`src/design/fmsv_pkg.sv`:
```
`default_nettype none
// ----------------------------------------------------------------------------
// fmsv_pkg
// Shared constants, types and the sine table builder of the FM voice engine.
// ----------------------------------------------------------------------------
package fmsv_pkg;

  localparam int VOICES         = 16;
  localparam int SINE_ADDR_BITS = 10;
  localparam int VIDX_W         = (VOICES > 1) ? $clog2(VOICES) : 1;
  localparam int VOICE_W        = 4;
  localparam int ROM_AW         = SINE_ADDR_BITS + 1;
  localparam int ROM_DEPTH      = (1 << SINE_ADDR_BITS) + 1;
  localparam int SUM_W          = 21 + VIDX_W;
  localparam int MASK_W         = 16;
  localparam int SAMPLE_W       = 24;

  localparam logic [15:0] ENV_ONE   = 16'd32768;
  localparam logic [15:0] ENV_FLOOR = 16'd66;
  localparam logic [14:0] MIX_GAIN  = 15'd22938;
  localparam logic [15:0] RECIP_127 = 16'd33026;
  localparam logic [6:0]  DIV_127   = 7'd127;

  // Input operation codes.
  localparam logic [1:0] OP_TICK     = 2'd0;
  localparam logic [1:0] OP_NOTE_ON  = 2'd1;
  localparam logic [1:0] OP_NOTE_OFF = 2'd2;

  // Register indexes.
  localparam logic [2:0] REG_MOD_RATIO   = 3'd0;
  localparam logic [2:0] REG_MOD_INDEX   = 3'd1;
  localparam logic [2:0] REG_ATTACK_COEF = 3'd2;
  localparam logic [2:0] REG_DECAY_COEF  = 3'd3;
  localparam logic [2:0] REG_START_LEVEL = 3'd4;

  // Datapath commands.
  localparam logic [3:0] CMD_NONE     = 4'd0;
  localparam logic [3:0] CMD_NOTE_ON  = 4'd1;
  localparam logic [3:0] CMD_NOTE_OFF = 4'd2;
  localparam logic [3:0] CMD_START    = 4'd3;
  localparam logic [3:0] CMD_ENV      = 4'd4;
  localparam logic [3:0] CMD_MUL1     = 4'd5;
  localparam logic [3:0] CMD_MUL2     = 4'd6;
  localparam logic [3:0] CMD_TMUL     = 4'd7;
  localparam logic [3:0] CMD_VMUL     = 4'd8;
  localparam logic [3:0] CMD_RECIP    = 4'd9;
  localparam logic [3:0] CMD_ACC      = 4'd10;
  localparam logic [3:0] CMD_MIX1     = 4'd11;
  localparam logic [3:0] CMD_MIX2     = 4'd12;

  typedef struct packed {
    logic [3:0]        code;
    logic [VIDX_W-1:0] voice;
  } cmd_t;

  typedef struct packed {
    logic active;
    logic died;
  } status_t;

  typedef struct packed {
    logic [15:0] mod_ratio;
    logic [15:0] mod_index;
    logic [15:0] attack_coef;
    logic [15:0] decay_coef;
    logic [15:0] start_level;
  } cfg_t;

  typedef logic [14:0] sine_rom_t [0:ROM_DEPTH-1];

  // Quarter-wave table built with a Q30 Taylor series up to u^9.
  function automatic sine_rom_t build_sine_rom();
    sine_rom_t   rom;
    logic [63:0] u;
    logic [63:0] u2;
    logic [63:0] r;
    logic [63:0] s;
    logic [63:0] q;
    for (int x = 0; x < ROM_DEPTH; x++) begin
      u  = (64'(x) * 64'd1686629713) >> SINE_ADDR_BITS;
      u2 = (u * u) >> 30;
      r  = (64'd1 << 30) - u2 / 64'd72;
      r  = (64'd1 << 30) - ((u2 * r) >> 30) / 64'd42;
      r  = (64'd1 << 30) - ((u2 * r) >> 30) / 64'd20;
      r  = (64'd1 << 30) - ((u2 * r) >> 30) / 64'd6;
      s  = (u * r) >> 30;
      q  = (s + (64'd1 << 14)) >> 15;
      if (q > 64'd32767) begin
        q = 64'd32767;
      end
      rom[x] = q[14:0];
    end
    return rom;
  endfunction

endpackage
`default_nettype wire

```
`src/design/fmsv_ctrl.sv`:
```
`default_nettype none
// ----------------------------------------------------------------------------
// fmsv_ctrl
// Sequencer that walks the voices of one tick and steps the datapath.
// ----------------------------------------------------------------------------
module fmsv_ctrl (
  input  wire logic                       clk_i,
  input  wire logic                       rst_ni,
  input  wire logic                       in_valid_i,
  input  wire logic [1:0]                 in_op_i,
  input  wire logic [fmsv_pkg::VOICE_W-1:0] in_voice_i,
  output logic                            in_ready_o,
  input  wire fmsv_pkg::status_t          status_i,
  input  wire logic                       out_free_i,
  output logic                            out_load_o,
  output fmsv_pkg::cmd_t                  cmd_o
);
  import fmsv_pkg::*;

  localparam logic [3:0] ST_IDLE  = 4'd0;
  localparam logic [3:0] ST_ENV   = 4'd1;
  localparam logic [3:0] ST_MUL1  = 4'd2;
  localparam logic [3:0] ST_MUL2  = 4'd3;
  localparam logic [3:0] ST_TMUL  = 4'd4;
  localparam logic [3:0] ST_VMUL  = 4'd5;
  localparam logic [3:0] ST_RECIP = 4'd6;
  localparam logic [3:0] ST_ACC   = 4'd7;
  localparam logic [3:0] ST_MIX1  = 4'd8;
  localparam logic [3:0] ST_MIX2  = 4'd9;
  localparam logic [3:0] ST_OUT   = 4'd10;

  localparam logic [VIDX_W-1:0] LAST_VOICE = VIDX_W'(VOICES - 1);

  logic [3:0]              state_q, state_d;
  logic [VIDX_W-1:0]       vidx_q, vidx_d;
  logic [VIDX_W+VOICE_W-1:0] vext;
  logic                    in_acc;
  logic                    vok;

  assign vext       = (VIDX_W + VOICE_W)'(in_voice_i);
  assign vok        = vext < (VIDX_W + VOICE_W)'(VOICES);
  assign in_ready_o = (state_q == ST_IDLE);
  assign in_acc     = in_valid_i && in_ready_o;

  always_comb begin
    state_d    = state_q;
    vidx_d     = vidx_q;
    cmd_o.code = CMD_NONE;
    cmd_o.voice = vidx_q;
    out_load_o = 1'b0;
    unique case (state_q)
      ST_IDLE: begin
        cmd_o.voice = vext[VIDX_W-1:0];
        if (in_acc) begin
          priority if (in_op_i == OP_TICK) begin
            cmd_o.code = CMD_START;
            vidx_d     = '0;
            state_d    = ST_ENV;
          end else if (in_op_i == OP_NOTE_ON && vok) begin
            cmd_o.code = CMD_NOTE_ON;
          end else if (in_op_i == OP_NOTE_OFF && vok) begin
            cmd_o.code = CMD_NOTE_OFF;
          end else begin
            cmd_o.code = CMD_NONE;
          end
        end
      end
      ST_ENV: begin
        if (status_i.active) begin
          cmd_o.code = CMD_ENV;
        end
        if (!status_i.active || status_i.died) begin
          if (vidx_q == LAST_VOICE) begin
            state_d = ST_MIX1;
          end else begin
            vidx_d = vidx_q + 1'b1;
          end
        end else begin
          state_d = ST_MUL1;
        end
      end
      ST_MUL1: begin
        cmd_o.code = CMD_MUL1;
        state_d    = ST_MUL2;
      end
      ST_MUL2: begin
        cmd_o.code = CMD_MUL2;
        state_d    = ST_TMUL;
      end
      ST_TMUL: begin
        cmd_o.code = CMD_TMUL;
        state_d    = ST_VMUL;
      end
      ST_VMUL: begin
        cmd_o.code = CMD_VMUL;
        state_d    = ST_RECIP;
      end
      ST_RECIP: begin
        cmd_o.code = CMD_RECIP;
        state_d    = ST_ACC;
      end
      ST_ACC: begin
        cmd_o.code = CMD_ACC;
        if (vidx_q == LAST_VOICE) begin
          state_d = ST_MIX1;
        end else begin
          vidx_d  = vidx_q + 1'b1;
          state_d = ST_ENV;
        end
      end
      ST_MIX1: begin
        cmd_o.code = CMD_MIX1;
        state_d    = ST_MIX2;
      end
      ST_MIX2: begin
        cmd_o.code = CMD_MIX2;
        state_d    = ST_OUT;
      end
      ST_OUT: begin
        if (out_free_i) begin
          out_load_o = 1'b1;
          state_d    = ST_IDLE;
        end
      end
      default: begin
        state_d = ST_IDLE;
      end
    endcase
  end

  always_ff @(posedge clk_i or negedge rst_ni) begin
    if (!rst_ni) begin
      state_q <= ST_IDLE;
      vidx_q  <= '0;
    end else begin
      state_q <= state_d;
      vidx_q  <= vidx_d;
    end
  end

`ifndef ASSERT_OFF
  a_tick_starts_at_voice0: assert property (@(posedge clk_i) disable iff (!rst_ni)
    in_acc && in_op_i == OP_TICK |=> state_q == ST_ENV && vidx_q == '0)
    else $error("tick did not start at the first voice");
  a_mix_after_last_voice: assert property (@(posedge clk_i) disable iff (!rst_ni)
    state_q == ST_MIX1 |-> $past(vidx_q) == LAST_VOICE)
    else $error("mix entered before the last voice");
  a_load_only_when_free: assert property (@(posedge clk_i) disable iff (!rst_ni)
    out_load_o |-> out_free_i && state_q == ST_OUT)
    else $error("result loaded into a full output register");
`endif

endmodule
`default_nettype wire

```
`config.mk`:
```
export PLATFORM = sky130hd
export DESIGN_NAME = fmsv_ctrl
export DESIGN_NICKNAME = d
export VERILOG_FILES = /design/src/design/fmsv_pkg.sv /design/src/design/fmsv_ctrl.sv
export SDC_FILE = /design/constraint.sdc
export NUM_CORES = 1
export LEC_CHECK = 0
export ABC_CLOCK_PERIOD_IN_PS = 1680
export BUFFER_PORTS_ARGS = -buffer_cell sky130_fd_sc_hd__buf_4
export CAP_MARGIN = 20
export CORE_UTILIZATION = 45
export DETAILED_ROUTE_END_ITERATION = 10
export PLACE_DENSITY = 0.72
export SYNTH_ARGS = -nofsm -noshare
export SYNTH_HDL_FRONTEND = slang
export SYNTH_SLANG_ARGS = --single-unit
```
`constraint.sdc`:
```
create_clock -name clk_i -period 1.68 [get_ports clk_i]
set_input_delay 0.084 -clock clk_i [delete_from_list [all_inputs] [get_ports clk_i]]
set_output_delay 0.084 -clock clk_i [all_outputs]
set_load 0.01 [all_outputs]
```
* Word-level counts from Yosys, hierarchy flattened
Index checks and enable logic that the tools add are counted.
** Operators by class
- Add/sub/neg operators :: 1
- $lt $le $gt $ge :: 1
- Equal/unequal tests :: 18
- Multiplexer cells :: 21
- Reductions and logical operators :: 10
** Operators by type and width (number)
- 4-bit two-way mux :: 11
- 4-bit case mux with 11 select lines :: 1
- 4-bit case mux with 10 select lines :: 1
- 4-bit by 3-bit equality test with 1-bit output, second input constant :: 4
- 4-bit equality test, second input constant :: 4
- 4-bit case mux with 3 select lines :: 1
- 4-bit by 2-bit equality test with 1-bit output, second input constant :: 2
- 2-bit two-way mux :: 4
- 4-bit AND reduction :: 2
- 4-bit by 5-bit less-than comparator with 1-bit output, second input constant :: 1
- 4-bit by 1-bit adder with 4-bit output, second input constant :: 1
- 4-bit by 1-bit equality test with 1-bit output, second input constant :: 1
- 4-bit logical NOT :: 1
- 2-bit by 1-bit != test with 1-bit output, second input constant :: 2
- 2-bit != test, second input constant :: 2
- 1-bit logical AND :: 3
- 3-bit two-way mux :: 1
- 3-bit != test, second input constant :: 1
- 3-bit nonzero test :: 1
- 2-bit by 1-bit equality test with 1-bit output, second input constant :: 1
- 2-bit equality test, second input constant :: 1
- 2-bit logical NOT :: 1
- 1-bit two-way mux :: 2
- 1-bit logical NOT :: 1
- 1-bit logical OR :: 1
** Storage, ports and cells
- Register bits :: 8
- Input bits :: 12
- Output and inout port bits :: 10
- Logic and storage cells :: 53

* Depth between registers and ports, before layout
- Depth in word-level cells :: 7
- Gate-level depth with buffers :: 5
- Mapped depth without buffers :: 5

* Least setup slack after synthesis
No wires, ideal clock.
- Path kind :: flip-flop to flip-flop
- Start :: register state_q[1]
- End :: register vidx_q[1]
- Library setup time :: 0.122 ns
- Arrival time :: 1.389 ns
- Required time :: 1.558 ns
- Slack :: 0.170 ns
- Cell stages (with the launch flop) :: 6
- Path buffers :: 1
- Period minus slack after synthesis :: 1.510 ns
- Path through :: dfrtp_1 -> buf_6 -> nor4_4 -> and2_1 -> o21ai_1 -> a32o_1
** On the way
- Word-level cells in the longest chain between the ends :: 4
- Elaborated cells between the ends (all ways) :: 10
- Classes of those cells :: 5 x eq/ne; 1 x mux; 4 x reduce/logical
** Ends and longest elaborated chain
- start: declaration :: line fmsv_ctrl.sv:34 : logic [3:0] state_q, state_d;
- start signal: assignment :: line fmsv_ctrl.sv:136 : state_q <= state_d;
- 4-bit logical NOT (*) :: line fmsv_ctrl.sv:42 : assign in_ready_o = (state_q == ST_IDLE);
- net in_ready_o :: line fmsv_ctrl.sv:12 : output logic in_ready_o,
- 1-bit logical AND :: line fmsv_ctrl.sv:43 : assign in_acc = in_valid_i && in_ready_o;
- 2-bit by 1-bit != test with 1-bit output (no source line)
- 4-bit AND reduction (no source line)
- end signal: assignment :: line fmsv_ctrl.sv:137 : vidx_q <= vidx_d;
- end: declaration :: line fmsv_ctrl.sv:35 : logic [VIDX_W-1:0] vidx_q, vidx_d;
Mark *: on every way through the listed nets, which the timed path passes. The rest lies on a longest branch.
A chain may end at the register's enable or synchronous reset.

==> results by group <==
Clocking
  – Number of buffers created by CTS: 3
  – Number of buffers on the longest clock path: 2
  – Number of sinks handled by clock tree synthesis: 8
  – Max H-tree Level: 1
  – CTS tree: built
  – Clock root buffer: sky130_fd_sc_hd__clkbuf_4
  – Clock latency reported for the late side of the worst-skew pair: 250 ps
  – Clock Pin Slew Worst Setup and Hold Paths: 60 ps

Final layout
  – Layout overhead on the synthesized area: 33.3%
  – Diodes inserted: 0
  – Net total in the final layout: 125
  – Combined flip-flop and latch cell area: about 200 µm²
  – Filler cell count: approximately 140
  – Fraction of layout instances using a drive strength above 1: 0.327
  – Post-route core utilization: 0.671
  – Area of combinational cells with multiple inputs: between 400 and 500 µm²

Global route
  – Pin count of the biggest net entering global routing: 15
  – Global Route Usage Sum: 0.222
  – First-pass GRT wire length: 2480 µm
  – Number of antenna violations at the first check in global routing: 0
  – Number of global-route vias before repair: between 500 and 600
  – Overflow after GRT: 0

Timing
  – Minimum clock period after layout: ~1700 ps
  – Count of pins over their slew limit: 0
  – Post-route clock period utilization: 0.987
  – Upper clock frequency limit: a little over 0.6 GHz
  – Clock tree skew after final layout: approximately 5.1 ps
  – Unrepaired setup endpoints after global routing: yes
  – Number of hold violations in the final report: 0
  – Transition at the pin with the smallest max-transition slack: between 400 and 500 ps
  – Worst slew margin relative to its limit: 0.699
  – Setup violators final: 0

Worst hold path
  – Worst Min Path Start: out_free_i
  – Min-delay worst type: input port to flip-flop

Pwr
  – Static leakage: between 0.4 and 0.5 nW
  – Maximum VDD drop: between 0.9 and 1 mV
  – Power, Total: about 1.6 mW
  – Power Density: around 1700 mW/mm²

Drt
  – Via total after detailed routing: between 700 and 800
  – First-pass iteration count of the detailed router: 5
  – Count of nets left with antenna violations after detail routing: 0
  – Via-per-instance ratio: around 5.6
  – Number of design rule violations left after detail routing: 0
  – Post-detailed-routing wire length: roughly 1500 µm
  – Post-detailed-route wirelength per cell: 12.2 µm
  – Drt first-iter violations: 4

Yosys
  – Top cells by instance count after synthesis: sky130_fd_sc_hd__nand2_1, sky130_fd_sc_hd__nor2_1, sky130_fd_sc_hd__dfrtp_1
  – Synthesized instance count: between 80 and 90
  – Biggest area contributors in the synthesized netlist: sky130_fd_sc_hd__dfrtp_1, sky130_fd_sc_hd__mux2_2, sky130_fd_sc_hd__nand2_1
  – Unique cell type count in the Yosys netlist: 34
  – Post-synthesis area per instance: between 8 and 9 µm²
  – Most frequently used flop master after synthesis: sky130_fd_sc_hd__dfrtp_1
  – Number of enable-type register cells in the synthesized netlist: 0
  – Post-Synthesis Net Count: between 90 and 100
  – Register area share after synthesis: 0.291
  – Ys Warns: 0
  – Seq cells post-synth: 8
  – Area of the mapped netlist: approximately 700 µm²
  – Yosys top cell area share: 0.291
  – Async set-reset flop share out of synthesis: 1.00
  – Post-synth top area cell: sky130_fd_sc_hd__dfrtp_1

Flow run
  – Number of maximum-capacitance constraint violations: 0

Die
  – Floorplan die area: 0.00169 mm²
  – Number of placed I/O pins: 22
  – Floorplan die width: slightly above 40 µm
  – Standard cell core area: about 0.0014 mm²
  – Starting Density: 0.504
  – Rows: 13
  – Die Y: 41.1 µm

Setup path
  – Critical path startpoint category: flip-flop
  – Data arrival time of the critical path: about 1600 ps
  – Endpoint kind of the worst setup timing path: primary output
  – Worst endpoint required time: around 1600 ps
  – Critical Setup Path Class: flip-flop to primary output
  – Reg-to-reg startpoint: state_q[0]
  – Worst-path fanout max: 7
  – First element of the critical path: state_q[3]

Placement
  – Global placer's final weighted congestion: between 0.7 and 0.8
  – HPWL reported at the end of detailed placement: around 1200 µm
  – I/O Buffers: 21

Outcome
  – Status: completed
[kinds of logic after synthesis]
family | Yosys count | synth area share
AND/OR/NAND/NOR | 42 | 0.331
AO/OA/AOI/OAI | 17 | 0.173
buffers and inverters | 9 | 0.0673
flip-flops | 8 | 0.291
multiplexers | 6 | 0.0945
XOR/XNOR | 2 | 0.0255
adder cells (fa/ha/maj) | 1 | 0.0182
[cell usage in the layout (no fill, tap or decap)]
master / Yosys / final
sky130_fd_sc_hd__a21bo_1: 1 / 1
sky130_fd_sc_hd__nor3b_1: 2 / 2
sky130_fd_sc_hd__o21a_1: 1 / 1
sky130_fd_sc_hd__a21oi_1: 1 / 1
sky130_fd_sc_hd__dfrtp_2: 0 / 1
sky130_fd_sc_hd__nor3_1: 3 / 3
sky130_fd_sc_hd__a32o_1: 2 / 2
sky130_fd_sc_hd__and3_1: 3 / 3
sky130_fd_sc_hd__nor4_1: 1 / 1
sky130_fd_sc_hd__o22ai_1: 1 / 1
sky130_fd_sc_hd__a2111oi_1: 0 / 1
sky130_fd_sc_hd__and2_1: 1 / 1
sky130_fd_sc_hd__dfrtp_1: 8 / 7
sky130_fd_sc_hd__ha_1: 1 / 1
sky130_fd_sc_hd__nand2b_1: 4 / 4
sky130_fd_sc_hd__mux2_4: 0 / 1
sky130_fd_sc_hd__a221o_1: 1 / 1
sky130_fd_sc_hd__xnor2_1: 1 / 1
sky130_fd_sc_hd__mux2_2: 4 / 3
sky130_fd_sc_hd__o21ai_0: 6 / 6
sky130_fd_sc_hd__and2b_1: 1 / 1
sky130_fd_sc_hd__nor2_1: 9 / 9
sky130_fd_sc_hd__mux2i_1: 2 / 2
sky130_fd_sc_hd__xor2_1: 1 / 1
sky130_fd_sc_hd__clkbuf_4: 0 / 3
sky130_fd_sc_hd__buf_6: 1 / 1
sky130_fd_sc_hd__o21ai_1: 1 / 1
sky130_fd_sc_hd__buf_4: 0 / 26
sky130_fd_sc_hd__nor2b_1: 2 / 2
sky130_fd_sc_hd__dlygate4sd3_1: 0 / 1
sky130_fd_sc_hd__o2bb2ai_1: 1 / 1
sky130_fd_sc_hd__nand2_1: 9 / 9
sky130_fd_sc_hd__nand3b_1: 1 / 1
sky130_fd_sc_hd__inv_1: 3 / 3
sky130_fd_sc_hd__nor4_4: 1 / 1
sky130_fd_sc_hd__nand3_1: 5 / 5
sky130_fd_sc_hd__a21boi_0: 1 / 1
[flip-flops by register name, summed over array words and instances (netlist names)]
register / flops
state_q: 4
vidx_q: 4
[what timing repair did]
| item | in CTS | in global routing |
|---|---|---|
| hold buffers | 1 | 0 |
| gates resized for setup | 0 | 4 |
| pin swaps | 1 | 0 |
| setup buffers | 1 | 0 |
| setup endpoints to repair | 4 | 7 |
| endpoints found under the hold margin | 8 | 0 |
[metal layers]
layer | track usage | wire length, µm | vias up | share of wire
met5 | 0 | 0 | - | 0
met4 | 0.0726 | 12 | 0 | 0.0079
met3 | 0.0489 | 80 | 2 | 0.053
met2 | 0.355 | 716 | 20 | 0.47
met1 | 0.292 | 709 | 327 | 0.47
li1 | - | - | 353 | -
[worst max-delay path, cell delays in order (launching register included)]
cell                      delay [ps]
sky130_fd_sc_hd__dfrtp_1         410
sky130_fd_sc_hd__nor4_4          280
sky130_fd_sc_hd__buf_6           160
sky130_fd_sc_hd__mux2_2          330
sky130_fd_sc_hd__buf_4           140
[final timing paths]
check / endpoint / cells past startpoint / slack (ps)
worst max-delay path: cmd_o[1] / 4 / 20
worst min-delay path: state_q[1] / 4 / 170
max in group asynchronous: state_q[2] / 2 / 1350
worst min register to register: vidx_q[2] / 1 / 540
worst max register to register: vidx_q[1] / 5 / 190
min in group asynchronous: state_q[3] / 2 / 190
[cell type report]
type                    count  share of cell area
repair buffers             28               0.236
well taps                  15              0.0205
inverters                   3              0.0123
multi-input cells          68               0.487
flip-flops and latches      8               0.220
clock buffers               3              0.0246
[report_power, final]
group	switching [mW]	internal (mW)
Sequential	0.110	0.275
Combinational	0.497	0.571
Clock	0.0652	0.0818
[per-stage QoR]
stage	hold slack, ps	cells	setup WS [ps]	TNS (ps)	instance area [µm²]
finish	172	125	21.9	0	917
detailed placement	-92.5	120	171	0	867
floorplan	-212	85	170	0	688
global route	210	125	-40.5	-124	917
global placement	-93.7	120	217	0	867
CTS	172	125	5.18	0	907
Power figures use the tool's default switching activity.
